[src/rtl/core/stream_frame_header_parser_macros.svh]
// assertion macros for the stream frame header parser
// expects a clock named clk and an active high reset named rst in the using module
`ifndef STREAM_FRAME_HEADER_PARSER_MACROS_SVH
`define STREAM_FRAME_HEADER_PARSER_MACROS_SVH

`ifndef ASSERT_OFF
`define SFHP_ASSERT(label, prop) \
  label: assert property (@(posedge clk) disable iff (rst) (prop)) \
    else $error("sfhp assertion failed");
`define SFHP_ASSERT_ALWAYS(label, prop) \
  label: assert property (@(posedge clk) (prop)) \
    else $error("sfhp assertion failed");
`else
`define SFHP_ASSERT(label, prop)
`define SFHP_ASSERT_ALWAYS(label, prop)
`endif

`endif

[src/rtl/core/sfhp_pkg.sv]
// shared types and constants of the stream frame header parser
// used by sfhp_parse and stream_frame_header_parser, no dependencies
package sfhp_pkg;

  localparam int VALUE_W = 62;
  localparam int LEN_W   = 16;

  localparam logic [1:0] KIND_HEADER  = 2'd0;
  localparam logic [1:0] KIND_PAYLOAD = 2'd1;
  localparam logic [1:0] KIND_ERROR   = 2'd2;

  // bit positions of the type byte flags
  localparam int FLAG_FIN = 0;
  localparam int FLAG_LEN = 1;
  localparam int FLAG_OFF = 2;

  typedef enum logic [5:0] {
    PH_IDLE = 6'b000001,
    PH_SID  = 6'b000010,
    PH_OFF  = 6'b000100,
    PH_LEN  = 6'b001000,
    PH_DATA = 6'b010000,
    PH_DONE = 6'b100000
  } phase_t;

  typedef struct packed {
    logic               has;
    logic [1:0]         kind;
    logic [VALUE_W-1:0] sid;
    logic [VALUE_W-1:0] off;
    logic [VALUE_W-1:0] plen;
    logic               fin;
    logic               lg;
    logic [7:0]         pbyte;
    logic               fend;
    logic [LEN_W-1:0]   consumed;
  } result_t;

endpackage

[src/rtl/core/sfhp_parse.sv]
// per byte parse state of the stream frame header parser and the result it produces
// depends on sfhp_pkg
module sfhp_parse (
  input  logic                        clk,
  input  logic                        rst,
  input  logic                        advance,
  input  logic [7:0]                  in_byte,
  input  logic                        buffer_start,
  input  logic [sfhp_pkg::LEN_W-1:0]  buffer_length,
  output sfhp_pkg::result_t           res
);

  sfhp_pkg::phase_t                 phase, phase_next;
  logic [sfhp_pkg::VALUE_W-1:0]     acc, acc_next;
  logic [2:0]                       left, left_next;
  logic                             started, started_next;
  logic [2:0]                       flags, flags_next;
  logic [sfhp_pkg::VALUE_W-1:0]     sid, sid_next;
  logic [sfhp_pkg::VALUE_W-1:0]     off, off_next;
  logic [sfhp_pkg::LEN_W-1:0]       pay_left, pay_left_next;
  logic [sfhp_pkg::LEN_W-1:0]       pos, pos_next;
  logic [sfhp_pkg::LEN_W-1:0]       blen, blen_next;

  logic [sfhp_pkg::LEN_W-1:0]       pos_inc;
  logic [sfhp_pkg::LEN_W-1:0]       remain;
  logic [sfhp_pkg::VALUE_W-1:0]     acc_upd;
  logic [2:0]                       left_upd;
  logic                             fail_now;
  logic                             hdr_now;
  logic                             start_vi;
  sfhp_pkg::phase_t                 vi_phase;
  logic [sfhp_pkg::LEN_W-1:0]       hdr_len;
  logic                             hdr_lg;

  assign pos_inc = pos + sfhp_pkg::LEN_W'(1);

  always_comb begin
    phase_next    = phase;
    acc_next      = acc;
    left_next     = left;
    started_next  = started;
    flags_next    = flags;
    sid_next      = sid;
    off_next      = off;
    pay_left_next = pay_left;
    pos_next      = pos;
    blen_next     = blen;
    res           = '0;
    fail_now      = 1'b0;
    hdr_now       = 1'b0;
    start_vi      = 1'b0;
    vi_phase      = sfhp_pkg::PH_SID;
    hdr_len       = '0;
    hdr_lg        = 1'b0;
    acc_upd       = '0;
    left_upd      = '0;
    remain        = blen - pos_inc;

    if (buffer_start) begin
      blen_next     = buffer_length;
      sid_next      = '0;
      off_next      = '0;
      pay_left_next = '0;
      flags_next    = in_byte[2:0];
      pos_next      = sfhp_pkg::LEN_W'(1);
      if (buffer_length <= sfhp_pkg::LEN_W'(1)) begin
        fail_now = 1'b1;
      end else begin
        start_vi = 1'b1;
        vi_phase = sfhp_pkg::PH_SID;
      end
    end else begin
      unique case (phase)
        sfhp_pkg::PH_SID, sfhp_pkg::PH_OFF, sfhp_pkg::PH_LEN: begin
          pos_next = pos_inc;
          if (!started) begin
            acc_upd = {{(sfhp_pkg::VALUE_W-6){1'b0}}, in_byte[5:0]};
            unique case (in_byte[7:6])
              2'd0: left_upd = 3'd0;
              2'd1: left_upd = 3'd1;
              2'd2: left_upd = 3'd3;
              default: left_upd = 3'd7;
            endcase
          end else begin
            acc_upd  = {acc[sfhp_pkg::VALUE_W-9:0], in_byte};
            left_upd = (left != 3'd0) ? left - 3'd1 : 3'd0;
          end
          started_next = 1'b1;
          acc_next     = acc_upd;
          left_next    = left_upd;
          if (left_upd == 3'd0) begin
            priority case (1'b1)
              phase == sfhp_pkg::PH_LEN: begin
                if (acc_upd > {{(sfhp_pkg::VALUE_W-sfhp_pkg::LEN_W){1'b0}}, remain}) begin
                  fail_now = 1'b1;
                end else begin
                  hdr_now = 1'b1;
                  hdr_len = acc_upd[sfhp_pkg::LEN_W-1:0];
                  hdr_lg  = 1'b1;
                end
              end
              phase == sfhp_pkg::PH_SID && flags[sfhp_pkg::FLAG_OFF]: begin
                sid_next = acc_upd;
                start_vi = 1'b1;
                vi_phase = sfhp_pkg::PH_OFF;
              end
              default: begin
                if (phase == sfhp_pkg::PH_SID) begin
                  sid_next = acc_upd;
                end else begin
                  off_next = acc_upd;
                end
                if (flags[sfhp_pkg::FLAG_LEN]) begin
                  start_vi = 1'b1;
                  vi_phase = sfhp_pkg::PH_LEN;
                end else begin
                  hdr_now = 1'b1;
                  hdr_len = remain;
                end
              end
            endcase
          end else if (pos_inc >= blen) begin
            fail_now = 1'b1;
          end
        end
        sfhp_pkg::PH_DATA: begin
          pos_next      = pos_inc;
          pay_left_next = (pay_left != '0) ? pay_left - sfhp_pkg::LEN_W'(1) : '0;
          res.has   = 1'b1;
          res.kind  = sfhp_pkg::KIND_PAYLOAD;
          res.pbyte = in_byte;
          if (pay_left_next == '0) begin
            res.fend     = 1'b1;
            res.consumed = pos_inc;
            phase_next   = sfhp_pkg::PH_DONE;
          end
        end
        default: ;
      endcase
    end

    if (start_vi) begin
      if (pos_next >= blen_next) begin
        fail_now = 1'b1;
      end else begin
        phase_next   = vi_phase;
        started_next = 1'b0;
        left_next    = 3'd0;
        acc_next     = '0;
      end
    end

    if (fail_now) begin
      res          = '0;
      res.has      = 1'b1;
      res.kind     = sfhp_pkg::KIND_ERROR;
      res.fend     = 1'b1;
      res.consumed = pos_next;
      phase_next   = sfhp_pkg::PH_DONE;
    end else if (hdr_now) begin
      res.has      = 1'b1;
      res.kind     = sfhp_pkg::KIND_HEADER;
      res.sid      = sid_next;
      res.off      = off_next;
      res.plen     = {{(sfhp_pkg::VALUE_W-sfhp_pkg::LEN_W){1'b0}}, hdr_len};
      res.fin      = flags[sfhp_pkg::FLAG_FIN];
      res.lg       = hdr_lg;
      pay_left_next = hdr_len;
      if (hdr_len == '0) begin
        res.fend     = 1'b1;
        res.consumed = pos_next;
        phase_next   = sfhp_pkg::PH_DONE;
      end else begin
        phase_next   = sfhp_pkg::PH_DATA;
      end
    end
  end

  always_ff @(posedge clk) begin
    if (rst) begin
      phase    <= sfhp_pkg::PH_IDLE;
      acc      <= '0;
      left     <= '0;
      started  <= 1'b0;
      flags    <= '0;
      sid      <= '0;
      off      <= '0;
      pay_left <= '0;
      pos      <= '0;
      blen     <= '0;
    end else if (advance) begin
      phase    <= phase_next;
      acc      <= acc_next;
      left     <= left_next;
      started  <= started_next;
      flags    <= flags_next;
      sid      <= sid_next;
      off      <= off_next;
      pay_left <= pay_left_next;
      pos      <= pos_next;
      blen     <= blen_next;
    end
  end

endmodule

[src/rtl/core/stream_frame_header_parser.sv]
// Stream frame header parser. Takes one buffer byte per transfer and gives a
// header result, then one result per payload byte, or an error result when the
// buffer is too short. Each byte is parsed against the running state in the
// cycle it is accepted, and its result appears in the output register on the
// next cycle, so a byte can be taken in every cycle while that register is
// free or being drained.
// Depends on sfhp_pkg, sfhp_parse and stream_frame_header_parser_macros.svh.
`include "stream_frame_header_parser_macros.svh"

module stream_frame_header_parser (
  input  logic                          clk,
  input  logic                          rst,
  input  logic                          in_valid,
  output logic                          in_stall,
  input  logic [7:0]                    in_byte,
  input  logic                          buffer_start,
  input  logic [sfhp_pkg::LEN_W-1:0]    buffer_length,
  output logic                          out_valid,
  input  logic                          out_stall,
  output logic [1:0]                    kind,
  output logic [sfhp_pkg::VALUE_W-1:0]  stream_number,
  output logic [sfhp_pkg::VALUE_W-1:0]  byte_offset,
  output logic [sfhp_pkg::VALUE_W-1:0]  payload_length,
  output logic                          fin_flag,
  output logic                          length_given,
  output logic [7:0]                    payload_byte,
  output logic                          frame_end,
  output logic [sfhp_pkg::LEN_W-1:0]    consumed_bytes
);

  sfhp_pkg::result_t res;
  logic              advance;

  assign in_stall = out_valid & out_stall;
  assign advance  = in_valid & ~in_stall;

  sfhp_parse u_parse (
    .clk           (clk),
    .rst           (rst),
    .advance       (advance),
    .in_byte       (in_byte),
    .buffer_start  (buffer_start),
    .buffer_length (buffer_length),
    .res           (res)
  );

  always_ff @(posedge clk) begin
    if (rst) begin
      out_valid <= 1'b0;
    end else if (advance) begin
      out_valid <= res.has;
    end else if (!out_stall) begin
      out_valid <= 1'b0;
    end
  end

  // result payload
  always_ff @(posedge clk) begin
    if (advance && res.has) begin
      kind           <= res.kind;
      stream_number  <= res.sid;
      byte_offset    <= res.off;
      payload_length <= res.plen;
      fin_flag       <= res.fin;
      length_given   <= res.lg;
      payload_byte   <= res.pbyte;
      frame_end      <= res.fend;
      consumed_bytes <= res.consumed;
    end
  end

  `SFHP_ASSERT(a_error_ends_frame,
    out_valid && kind == sfhp_pkg::KIND_ERROR |-> frame_end && consumed_bytes != '0)
  `SFHP_ASSERT(a_consumed_only_at_end, out_valid && !frame_end |-> consumed_bytes == '0)
  `SFHP_ASSERT(a_payload_no_header,
    out_valid && kind == sfhp_pkg::KIND_PAYLOAD |->
      stream_number == '0 && payload_length == '0 && !length_given)
  `SFHP_ASSERT_ALWAYS(a_reset_clears_valid, rst |=> !out_valid)

endmodule

[config.mk]
export PLATFORM = sky130hd
export DESIGN_NAME = stream_frame_header_parser
export DESIGN_NICKNAME = d
export VERILOG_FILES = /design/src/rtl/core/sfhp_pkg.sv /design/src/rtl/core/sfhp_parse.sv /design/src/rtl/core/stream_frame_header_parser.sv
export VERILOG_INCLUDE_DIRS = /design/src /design/src/rtl/core
export SDC_FILE = /design/constraint.sdc
export NUM_CORES = 1
export LEC_CHECK = 0
export ABC_CLOCK_PERIOD_IN_PS = 10050
export BUFFER_PORTS_ARGS = -buffer_cell sky130_fd_sc_hd__buf_2
export CORE_MARGIN = 5
export CORE_UTILIZATION = 50
export DETAILED_ROUTE_END_ITERATION = 10
export HOLD_SLACK_MARGIN = 0.15
export PLACE_DENSITY = 0.7
export SLEW_MARGIN = 0
export SYNTH_ARGS = -nofsm -noshare
export SYNTH_HDL_FRONTEND = slang
export SYNTH_SLANG_ARGS = --single-unit
[constraint.sdc]
create_clock -name clk -period 10.05 [get_ports clk]
set_input_delay 1.5075 -clock clk [delete_from_list [all_inputs] [get_ports clk]]
set_output_delay 1.5075 -clock clk [all_outputs]
set_load 0.03 [all_outputs]
# Yosys cells after proc, flatten, opt, wreduce, memory -nomap -nowiden
# Cells that the tools add are included.
# word_totals
reg_bits,463
elab_cells,160
# classes
add_sub_neg,4
magnitude_cmp,4
eq_ne,7
muxes,100
bitwise_logic,8
reduce_logical,15
# ops
cell,n
62-bit two-way mux,19
191-bit two-way mux,2
16-bit two-way mux,16
17-bit two-way mux,5
6-bit two-way mux,13
62-bit by 16-bit > comparator with 1-bit output,1
1-bit two-way mux,33
16-bit greater-or-equal comparator,2
16-bit logical NOT,2
3-bit two-way mux,10
"16-bit by 1-bit adder with 16-bit output, second input constant",1
"16-bit by 1-bit <= comparator with 1-bit output, second input constant",1
16-bit nonzero test,1
"16-bit by 1-bit subtractor with 16-bit output, second input constant",1
16-bit subtractor,1
3-bit case mux with 3 select lines,1
3-bit OR reduction,3
"6-bit by 2-bit == test with 1-bit output, second input constant",1
"6-bit by 3-bit == test with 1-bit output, second input constant",1
"6-bit by 4-bit == test with 1-bit output, second input constant",1
"6-bit by 5-bit == test with 1-bit output, second input constant",1
1-bit inverter,6
6-bit OR reduction,1
4-bit two-way mux,1
other kinds (12),14

# Depth between registers and ports, before layout
# Gate-level depths: netlist (run 1).
# depth
ltp_word,14
ltp_mapped,25

# Modules after synthesis
# Synthesis (run 1) repeated with hierarchy kept, for this count alone.
# unflattened
cells_unflattened,2335
area_unflattened_um2,21151.5
# modules_own_cells
mod,instances,cells_per_inst,area_per_inst_um2
sfhp_parse,1,2113,14646.5
stream_frame_header_parser,1,222,6505.0

# Worst setup path after synthesis (run 1)
# Ideal clock, no wire load.
# synth_path
path_type,register to register
start,register u_parse.pos[0] in the netlist's numbering
end,"register byte_offset[0] in the netlist's numbering, enable pin"
setup_ps,561
t_arrival_ps,8274
required_ps,9489
setup_slack_ps,1215
path_stages_with_launch,20
n_path_buf,1
synth_period_minus_slack_ps,8835
cell_sequence,dfxtp_1 > ha_1 > nand3_1 > nor2_1 > and4_1 > xnor2_1 > ha_1 > clkbuf_1 > nand2_1 > o21ai_0 > a2111oi_0 > o31ai_1 > and2_1 > xnor2_1 > ha_1 > and4_1 > a2111oi_0 > a21o_1 > a31o_2 > o31a_1
# synth_via
elab_chain_cells,12
# synth_lines
element,line,text
start: declaration,sfhp_parse.sv:21,"logic [sfhp_pkg::LEN_W-1:0] pos, pos_next;"
start signal: assignment,sfhp_parse.sv:200,pos <= pos_next;
16-bit by 1-bit adder with 16-bit output,sfhp_parse.sv:35,assign pos_inc = pos + sfhp_pkg::LEN_W'(1);
16-bit subtractor,sfhp_parse.sv:57,remain = blen - pos_inc;
62-bit by 16-bit > comparator with 1-bit output,sfhp_parse.sv:94,"if (acc_upd > {{(sfhp_pkg::VALUE_W-sfhp_pkg::LEN_W){1'b0}}, remain}) begin"
1-bit two-way mux,sfhp_parse.sv:94,
1-bit two-way mux,sfhp_parse.sv:92,priority case (1'b1)
1-bit two-way mux,sfhp_parse.sv:91,if (left_upd == 3'd0) begin
1-bit two-way mux,sfhp_parse.sv:73,unique case (phase)
1-bit two-way mux,sfhp_parse.sv:59,if (buffer_start) begin
1-bit two-way mux,sfhp_parse.sv:143,if (pos_next >= blen_next) begin
1-bit two-way mux,sfhp_parse.sv:142,if (start_vi) begin
191-bit two-way mux *,sfhp_parse.sv:153,if (fail_now) begin
1-bit logical AND *,stream_frame_header_parser.sv:59,if (advance && res.has) begin
end signal: assignment,stream_frame_header_parser.sv:62,byte_offset <= res.off;
end: declaration,stream_frame_header_parser.sv:22,"output logic [sfhp_pkg::VALUE_W-1:0] byte_offset,"
# Every way passes the cells marked *; elsewhere a longest branch is shown, timed or not.
# A chain may end at the register's enable or synchronous reset.

# Worst setup path after layout (run 1)
# layout_path
start,register u_parse.pos[0] in the netlist's numbering
end,"register byte_offset[1] in the netlist's numbering, enable pin"
# Same word-level chain as after synthesis.

==> metrics, run 1 <==
mapped cell area 19930 µm²; Vias/cell 6.076; Clock Latency Late Sink 0.57 ns; Worst Skew 0.02995 ns; Crit Path Category reg2reg; clock root buffer clkbuf_16; Power Total 3.648 mW; Worst Setup Start Kind flip-flop; largest net degree at the start of global routing 94; final setup fails 0; FMAX 0.1379 GHz; Routed Antenna Nets 0; adder-cell share of the synthesized area 3.240%; Leakage 7.793 nW; mux cell area share after synthesis 1.118%; Die Height 209.6 µm; sequential-to-total area share from yosys stat 49.58%; post-synthesis xor/xnor area fraction 1.890%; Die Wd 209.6 µm; most frequent cell after synthesis nor2_1; Max-cap violations 0; crit-path max FO 59; WL/cell 20.71 µm; Compound-Gate Fraction of Synth Area 18.41%; post-CTS setup buffer count 0; Detailed Route WL 59.41 mm; Slew headroom 16.72%; crit path time final 7.253 ns; Max IR drop VDD 0.1021 mV; final-layout fill cell count 3506; vias in the first global route 16060; CTS H-tree lvls 2; synth cell count leaders 311 x nor2_1, 257 x a21oi_1, 253 x nand2_1; RSZ-0062 raised after global routing false; initial antenna violation count 0; Vias 17430; Layout area overhead 12.18%; clock buffer depth 3; crit path capture type flip-flop; HP Class reg2reg; Critical Path AT 7.43 ns; main combinational cell family by area after synthesis simple AND/OR/NAND/NOR gates; cell total after placement 2790; cells after synthesis 2228; share of layout cells above drive strength 1 13.95%; clock sinks 409; PostCTS Resize Cnt 0; Power Dens Cells 163.2 nW/µm²; synth warn 0; core area 39550 µm²; Hold-fix buffers, CTS 0; I/O Buffers 199; post-synth top area share 25.47%; die footprint 43940 µm²; hpwl dp 38.63 mm; Fin. Hold Viols 0; initial core utilization 50.38%; Post-synth EDFFs 169; total CTS buffers 43; setup TNS 0 ns; Post-Syn Area per Cell 8.943 µm²; Detailed Routing Iterations Pass 1 6; crit share post-route 72.17%; simple-gate share of the synthesized area 19.67%; Clk pin slew, worst setup/hold paths 0.06 ns; FF+latch count, synth 409; n_diodes 0; area leader, netlist edfxtp_1; critical path required time 10.23 ns; crit-path max cell delay 0.69 ns; FFs w/ async S/R, synth 0%; CTS tree built; global-route wire length before repair 92.27 mm; Register Area 9883 µm²; Layout Nets 2390; measured slew at the worst slew-check pin 1.249 ns; top cells by area, synth edfxtp_1 25%, dfxtp_1 24%, a21oi_1 6.5%; Rows 73; Slew Viols, Final 0; worst-path cell with the longest stage delay buf_4; drt first-iter violations 1621; status finished clean; DRC 0; Ports 246; Placement Setup Slack 2.851 ns; final worst slack 2.797 ns; gp weighted congestion 0.9268; Top FF cell, synth dfxtp_1; Synth cell types 81; hold slack 0.4563 ns; total grt overflow 0; area of the multi-input gates 9080 µm²; final std cells w/o fill 2869; CP Cell Sequence nand3_1 > nor2_1 > nand2_1 > xor2_1 > ha_1 > a21oi_1 > o21ai_0 > a2111oi_0 > o31ai_1 > and2_1 > xnor2_1 > ha_1 > and4_1 > a2111oi_0 > a21o_1 > a31o_2 > o31a_2 > buf_4 > buf_4; gr usage total 25.92%
==> flip-flops by register name, summed over array words and instances (netlist names), 6 cells and up <==
signal,count
stream_number,62
u_parse.pay_left,16
u_parse.sid,62
u_parse.acc,54
u_parse.blen,16
u_parse.off,62
consumed_bytes,16
u_parse.phase,6
u_parse.pos,16
payload_byte,8
byte_offset,62
payload_length,16
==> layout by cell type, fill, tap and decap left out, drive strengths merged, types with 22 or more instances in the layout <==
| master | count |
|---|---|
| a211oi | 23 |
| a21oi | 259 |
| a22oi | 37 |
| a32oi | 91 |
| and3 | 53 |
| buf | 219 |
| clkbuf | 55 |
| conb | 46 |
| dfxtp | 240 |
| edfxtp | 169 |
| ha | 50 |
| inv | 46 |
| nand2 | 253 |
| nand3 | 108 |
| nor2 | 311 |
| nor3 | 33 |
| nor4 | 23 |
| o21ai | 59 |
| o22ai | 24 |
| xnor2 | 22 |
==> per-stage QoR <==
stage / cell area, µm² / util, %
finish: 22350 / 56.52
floorplan: 20090 / -
detailed placement: 20940 / 52.94
global route: 22350 / 56.52
global placement: 20940 / 52.94
CTS: 22350 / 56.52
==> power by group <==
group / internal, mW / switching (mW)
registers: 1.73 / 0.0136
clock network: 0.931 / 0.665
logic: 0.0880 / 0.222
==> routing by layer <==
metal	routed length (µm)	GRT usage [%]	part of all wire [%]
met4	1807	8.821	3.0
met5	0	0	0
met1	26200	38.09	44
met2	26610	39.30	45
met3	4793	3.961	8.1
==> final timing paths <==
| kind | endpoint | slack (ns) | from | cells after the start |
|---|---|---|---|---|
| worst max register to register | byte_offset[1] | 2.80 | u_parse.pos[0] | 19 |
| worst min-delay path | u_parse.acc[0] | 0.46 | u_parse.acc[0] | 2 |
| worst max-delay path | byte_offset[1] | 2.80 | u_parse.pos[0] | 19 |
| worst min register to register | u_parse.acc[0] | 0.46 | u_parse.acc[0] | 2 |
==> cell families after synthesis <==
family | count (synthesis)
XOR/XNOR | 43
multiplexers | 22
flip-flops | 409
other | 1
buffers and inverters | 272
AO/OA/AOI/OAI | 562
AND/OR/NAND/NOR | 868
adder cells (fa/ha/maj) | 51
==> area by class of cell <==
type / instances / share of cell area [%]
Multi-Input combinational cell: 1592 / 40.62
Sequential cell: 409 / 44.21
Tap cell: 525 / 2.939
Timing Repair Buffer: 219 / 5.139
Clock buffer: 55 / 5.239
Inverter: 45 / 0.7557
Clock inverter: 24 / 1.092
==> critical path: cells and delay by family, from the launching register on <==
| family | cells | cell delay, ns |
|---|---|---|
| flip-flops | 1 | 0.42 |
| adder cells (fa/ha/maj) | 2 | 0.61 |
| AO/OA/AOI/OAI | 8 | 2.71 |
| AND/OR/NAND/NOR | 5 | 1.15 |
| XOR/XNOR | 2 | 0.47 |
| buffers and inverters | 2 | 1.37 |
Power figures use the tool's default switching activity.
==> inputs of run 2 (changes only) <==
--- a/config.mk
+++ b/config.mk
@@ -6,7 +6,7 @@
 export SDC_FILE = /design/constraint.sdc
 export NUM_CORES = 1
 export LEC_CHECK = 0
-export ABC_CLOCK_PERIOD_IN_PS = 10050
+export ABC_CLOCK_PERIOD_IN_PS = 7450
 export BUFFER_PORTS_ARGS = -buffer_cell sky130_fd_sc_hd__buf_2
 export CORE_MARGIN = 5
 export CORE_UTILIZATION = 50
==> constraint.sdc (replaced) <==
create_clock -name clk -period 7.45 [get_ports clk]
set_input_delay 1.1175 -clock clk [delete_from_list [all_inputs] [get_ports clk]]
set_output_delay 1.1175 -clock clk [all_outputs]
set_load 0.03 [all_outputs]
==> run 2 against run 1 <==
Fmax up 6.4%. Largest cell class unchanged. Final cell count up 0.21%. Clock skew down 0.012 ns. Via count about the same. Routed wire length up 0.80%.
==> metrics, run 2 (same netlist as run 1, synthesis figures left out) <==
Die Height 209.6 µm; Max IR drop VDD 0.1672 mV; core area 39550 µm²; CTS tree built; Hold-fix buffers, CTS 0; combinational power share 8.3%; Worst Skew 0.01797 ns; Clock Latency Late Sink 0.57 ns; die footprint 43940 µm²; Power Dens Cells 223.2 nW/µm²; DRC 0; Ports 246; Crit Path Category reg2reg; global-route wire length before repair 92.30 mm; clock root buffer clkbuf_16; setup TNS 0 ns; status finished clean; clock power share 44.7%; Max-cap violations 0; total grt overflow 0; R2R Path End consumed_bytes[15]; Critical Path AT 7.08 ns; clock sinks 409; critical path required time 7.71 ns; Detailed Routing Iterations Pass 1 5; Die Wd 209.6 µm; R2R Setup Slk 0.63 ns; utilization after layout 56.79%; Pint 3.789 mW; post-CTS setup buffer count 0; share of layout cells above drive strength 1 14.14%; gp weighted congestion 0.9549; initial core utilization 50.38%; final std cells w/o fill 2875; crit share post-route 91.53%; Hold Path Depth 2; crit path time final 6.819 ns; WL/cell 20.83 µm; vias in the first global route 16200; largest net degree at the start of global routing 125; final-layout fill cell count 3530; Clk pin slew, worst setup/hold paths 0.06 ns; most common cell after layout, fill and taps aside nor2_1; Rows 73; Finished Cell Area 22460 µm²; final worst slack 0.6308 ns; Fin. Hold Viols 0; Leakage 7.840 nW; Vias 17450; Placement Setup Slack 0.7797 ns; Worst Setup Start Kind flip-flop; total CTS buffers 42; Slew headroom 8.997%; Switching Fraction 24.41%; R2R depth 20; crit-path max FO 19; Vias/cell 6.069; Detailed Route WL 59.89 mm; Routed Antenna Nets 0; Layout Nets 2394; Layout area overhead 12.72%; Power Total 5.012 mW; final setup fails 0; gr usage total 25.88%; Placed Area 21000 µm²; FMAX 0.1466 GHz; Flop pwr share 46.9%; drt first-iter violations 1950; PostCTS Resize Cnt 0; RSZ-0062 raised after global routing false; Slew Viols, Final 0; most frequent cells in the layout 305 x nor2_1, 257 x a21oi_1, 251 x nand2_1, 239 x dfxtp_1, 198 x buf_2; hpwl dp 38.50 mm; CTS H-tree lvls 2; clock buffer depth 3; WHS Endpoint u_parse.acc[0]; initial antenna violation count 2; cell total after placement 2795; hold slack 0.4513 ns; Hold Crit Start u_parse.acc[0]; crit path capture type flip-flop; RR Startpoint u_parse.pos[0]; measured slew at the worst slew-check pin 1.365 ns; I/O Buffers 199; P_sw 1.224 mW; HP Class reg2reg
==> run 2: worst max-delay path by stage <==
stage	end	cells past startpoint	slack, ns	startpoint
after global placement	consumed_bytes[5]	20	0.93	u_parse.pos[0]
after floorplan	byte_offset[0]	19	0.65	u_parse.pos[0]
after CTS	consumed_bytes[15]	20	0.75	u_parse.pos[0]
final	consumed_bytes[15]	20	0.63	u_parse.pos[0]
after global routing	consumed_bytes[15]	20	0.24	u_parse.pos[0]
after detailed placement	consumed_bytes[15]	20	0.78	u_parse.pos[0]
==> run 2: power by group through the flow <==
stage	sequential (mW)	combinational, mW	clock (mW)
3_3_place_gp	2.40	0.404	0
4_1_cts	2.35	0.410	2.27
2_1_floorplan	2.40	0.303	0
5_1_grt	2.35	0.451	2.36
6_report	2.35	0.418	2.24
3_5_place_dp	2.40	0.409	0
==> run 2: layout make-up <==
| class | instances | area [µm²] | area share, % |
|---|---|---|---|
| sequential | 409 | 9883 | 44.01 |
| multi-input combinational | 1592 | 9087 | 40.46 |
| timing repair buffer | 224 | 1199 | 5.337 |
| clock buffer | 59 | 1196 | 5.326 |
| tap | 525 | 656.9 | 2.925 |
| clock inverter | 19 | 262.8 | 1.170 |
| inverter | 45 | 168.9 | 0.7521 |
| antenna | 2 | 5.005 | 0.02228 |
==> run 2: layer usage <==
metal | global-route usage, % | share of wire [%] | vias up
met5 | 0 | 0 | -
met4 | 7.561 | 2.5 | 0
met3 | 4.320 | 8.2 | 102
met2 | 38.87 | 44 | 811
met1 | 38.67 | 45 | 8408
li1 | - | - | 8128
==> run 2: worst max-delay path, cell delays in order, from the launching register on <==
cell	delay, ns
dfxtp_1	0.44
nand3_1	0.18
nor2_1	0.40
nand2_1	0.12
xor2_1	0.24
ha_1	0.33
a21oi_1	0.26
o21ai_0	0.22
a2111oi_0	0.49
o31ai_1	0.18
and2_1	0.20
xnor2_1	0.22
ha_1	0.28
and4_1	0.23
a2111oi_0	0.39
a21o_1	0.41
nand3_1	0.19
o2111ai_1	0.36
a2111oi_4	0.10
a21oi_2	1.07
o22ai_1	0.20
==> inputs of run 3 (changes only) <==
--- a/config.mk
+++ b/config.mk
@@ -16,4 +16,5 @@
 export SLEW_MARGIN = 0
 export SYNTH_ARGS = -nofsm -noshare
 export SYNTH_HDL_FRONTEND = slang
+export SYNTH_HIERARCHICAL = 1
 export SYNTH_SLANG_ARGS = --single-unit
==> run 3 against run 2 <==
Non-clock buffer count increased by 40. Critical endpoint is now byte_offset[56]. Highest routed layer unchanged. Total power rose by 7.5%. Worst hold slack barely moved. Flip-flop and latch count up 46. Clock power is 6% higher. Via count rose by 1.9%. Worst setup slack better by 0.92 ns. Sequential power rose by 12%. Global-route usage down 1.1 points. Combinational power fell by 7.9%.
==> metrics, run 3 <==
status finished clean; Synth cell types 76; final setup fails 0; area leader, netlist edfxtp_1; I/O Buffers 245; crit-path max FO 62; Fin. Hold Viols 0; final-layout fill cell count 3722; post-synth top area share 30.52%; Slew Viols, Final 0; Leakage 8.621 nW; crit path time final 5.901 ns; most frequent cells in the layout 446 x nor2_1, 291 x a21oi_1, 269 x nand2_1, 244 x buf_2, 230 x dfxtp_1; HP Class reg2reg; Hold-fix buffers, CTS 0; mapped cell area 21150 µm²; Rows 75; gr usage total 24.78%; clock buffer depth 3; Clk pin slew, worst setup/hold paths 0.06 ns; Slew headroom 25.53%; FFs w/ async S/R, synth 0%; DRC 0; Placement Setup Slack 1.578 ns; Detailed Routing Iterations Pass 1 7; PostCTS Resize Cnt 0; initial core utilization 50.54%; measured slew at the worst slew-check pin 1.110 ns; Layout Nets 2556; CTS H-tree lvls 2; clock sinks 455; Worst Setup Start Kind flip-flop; hold slack 0.4517 ns; share of layout cells above drive strength 1 15.73%; Post-synth EDFFs 215; Worst Skew 0.01676 ns; Die Height 215.7 µm; cells after synthesis 2335; core area 41850 µm²; drt first-iter violations 1924; hpwl dp 39.05 mm; crit share post-route 79.20%; clock root buffer clkbuf_16; Layout area overhead 14.36%; synth cell count leaders 450 x nor2_1, 293 x a21oi_1, 275 x nand2_1; Vias 17790; Ports 246; FMAX 0.1695 GHz; RSZ-0062 raised after global routing false; top cells by area, synth edfxtp_1 31%, dfxtp_1 23%, nor2_1 8.0%; synth warn 6; Top FF cell, synth dfxtp_1; Power Dens Cells 222.8 nW/µm²; most common cell after layout, fill and taps aside nor2_1; Clock Latency Late Sink 0.59 ns; gp weighted congestion 0.8742; CTS tree built; crit path capture type flip-flop; largest net degree at the start of global routing 106; FF+latch count, synth 455; n_diodes 0; most frequent cell after synthesis nor2_1; Die Wd 215.7 µm; Max-cap violations 0; utilization after layout 57.80%; WL/cell 19.77 µm; final worst slack 1.549 ns; Vias/cell 5.820; initial antenna violation count 1; total grt overflow 0; Max IR drop VDD 0.1599 mV; global-route wire length before repair 93.72 mm; Power Total 5.389 mW; Crit Path Category reg2reg; Post-Syn Area per Cell 9.058 µm²; sequential-to-total area share from yosys stat 53.24%; Detailed Route WL 60.42 mm; vias in the first global route 16490; die footprint 46520 µm²; Critical Path AT 6.12 ns; critical path required time 7.67 ns; post-CTS setup buffer count 0; total CTS buffers 49; Routed Antenna Nets 0
[run 3: cell types whose count changed after synthesis, sizes merged, moves of 8 or more]
cell,before,now
a21oi,259,294
a32oi,91,48
and2,12,20
and3,53,5
clkbuf,166,154
edfxtp,169,215
mux2i,20,33
nand2,253,276
nand3,108,90
nor2,311,451
o22ai,24,1
[run 3: cells by family after synthesis]
group,Yosys count,share of synthesized area [%]
AOI/OAI and AO/OA,541,15.68
xor gates and xnor gates,37,1.532
adders and majority gates,51,3.052
buffers and inverters,260,5.614
DFF,455,53.24
muxes,33,1.562
other,1,0.01773
and+or+nand+nor,957,19.30
[run 3: path summary, 6_finish.rpt]
check	startpoint	end	slack [ns]	cells after the start
max	u_parse/pos[0]	byte_offset[56]	1.55	22
min reg2reg	u_parse/off[33]	u_parse/off[33]	0.45	2
max reg2reg	u_parse/pos[0]	byte_offset[56]	1.55	22
min	u_parse/off[33]	u_parse/off[33]	0.45	2
[run 3: worst max-delay path, cell delays in order, from the launching register on]
cell and delay [ns]:
dfxtp_4 0.41, ha_4 0.18, nand3_4 0.12, nor3_4 0.19
xnor2_1 0.12, ha_1 0.43, nand3_1 0.21, a211o_1 0.36
a311o_1 0.31, a31oi_1 0.21, xnor2_1 0.18, ha_1 0.30
a21o_1 0.20, nor3_1 0.12, o21ai_1 0.09, o31ai_2 0.33
nand3_2 0.19, a21oi_4 0.46, nor2_2 0.10, nand2_1 0.11
nand2_2 0.07, nor2_4 0.18, buf_4 0.62
[run 3: through the flow]
step           std cells  setup TNS (ns)  instance area [µm²]
2_1_floorplan       2380          -17.11                21540
3_3_place_gp        2964               0                22620
3_5_place_dp        2964               0                22620
4_1_cts             3056               0                24190
5_1_grt             3056               0                24190
6_report            3056               0                24190
[run 3: final cells by class]
type	instances	area, µm²	area share (%)
clock inverters	28	237.7	0.9828
inverters	41	153.9	0.6362
flip-flops and latches	455	11290	46.68
well taps	539	674.4	2.788
clock buffers	64	1334	5.514
multi-input cells	1665	9115	37.68
repair buffers	264	1384	5.721
[run 3: metal layers]
metal / vias to the layer above / global-route usage, % / part of all wire [%]
met2: 734 / 38.25 / 45
met1: 8542 / 36.40 / 44
met4: 0 / 6.614 / 2.1
met3: 85 / 4.260 / 8.1
li1: 8426 / - / -
met5: - / 0 / 0
[run 3: power breakdown]
| group | switching [mW] | internal, mW |
|---|---|---|
| registers | 0.0169 | 2.62 |
| clock network | 1.00 | 1.37 |
| logic | 0.259 | 0.126 |
| total | 1.28 | 4.11 |
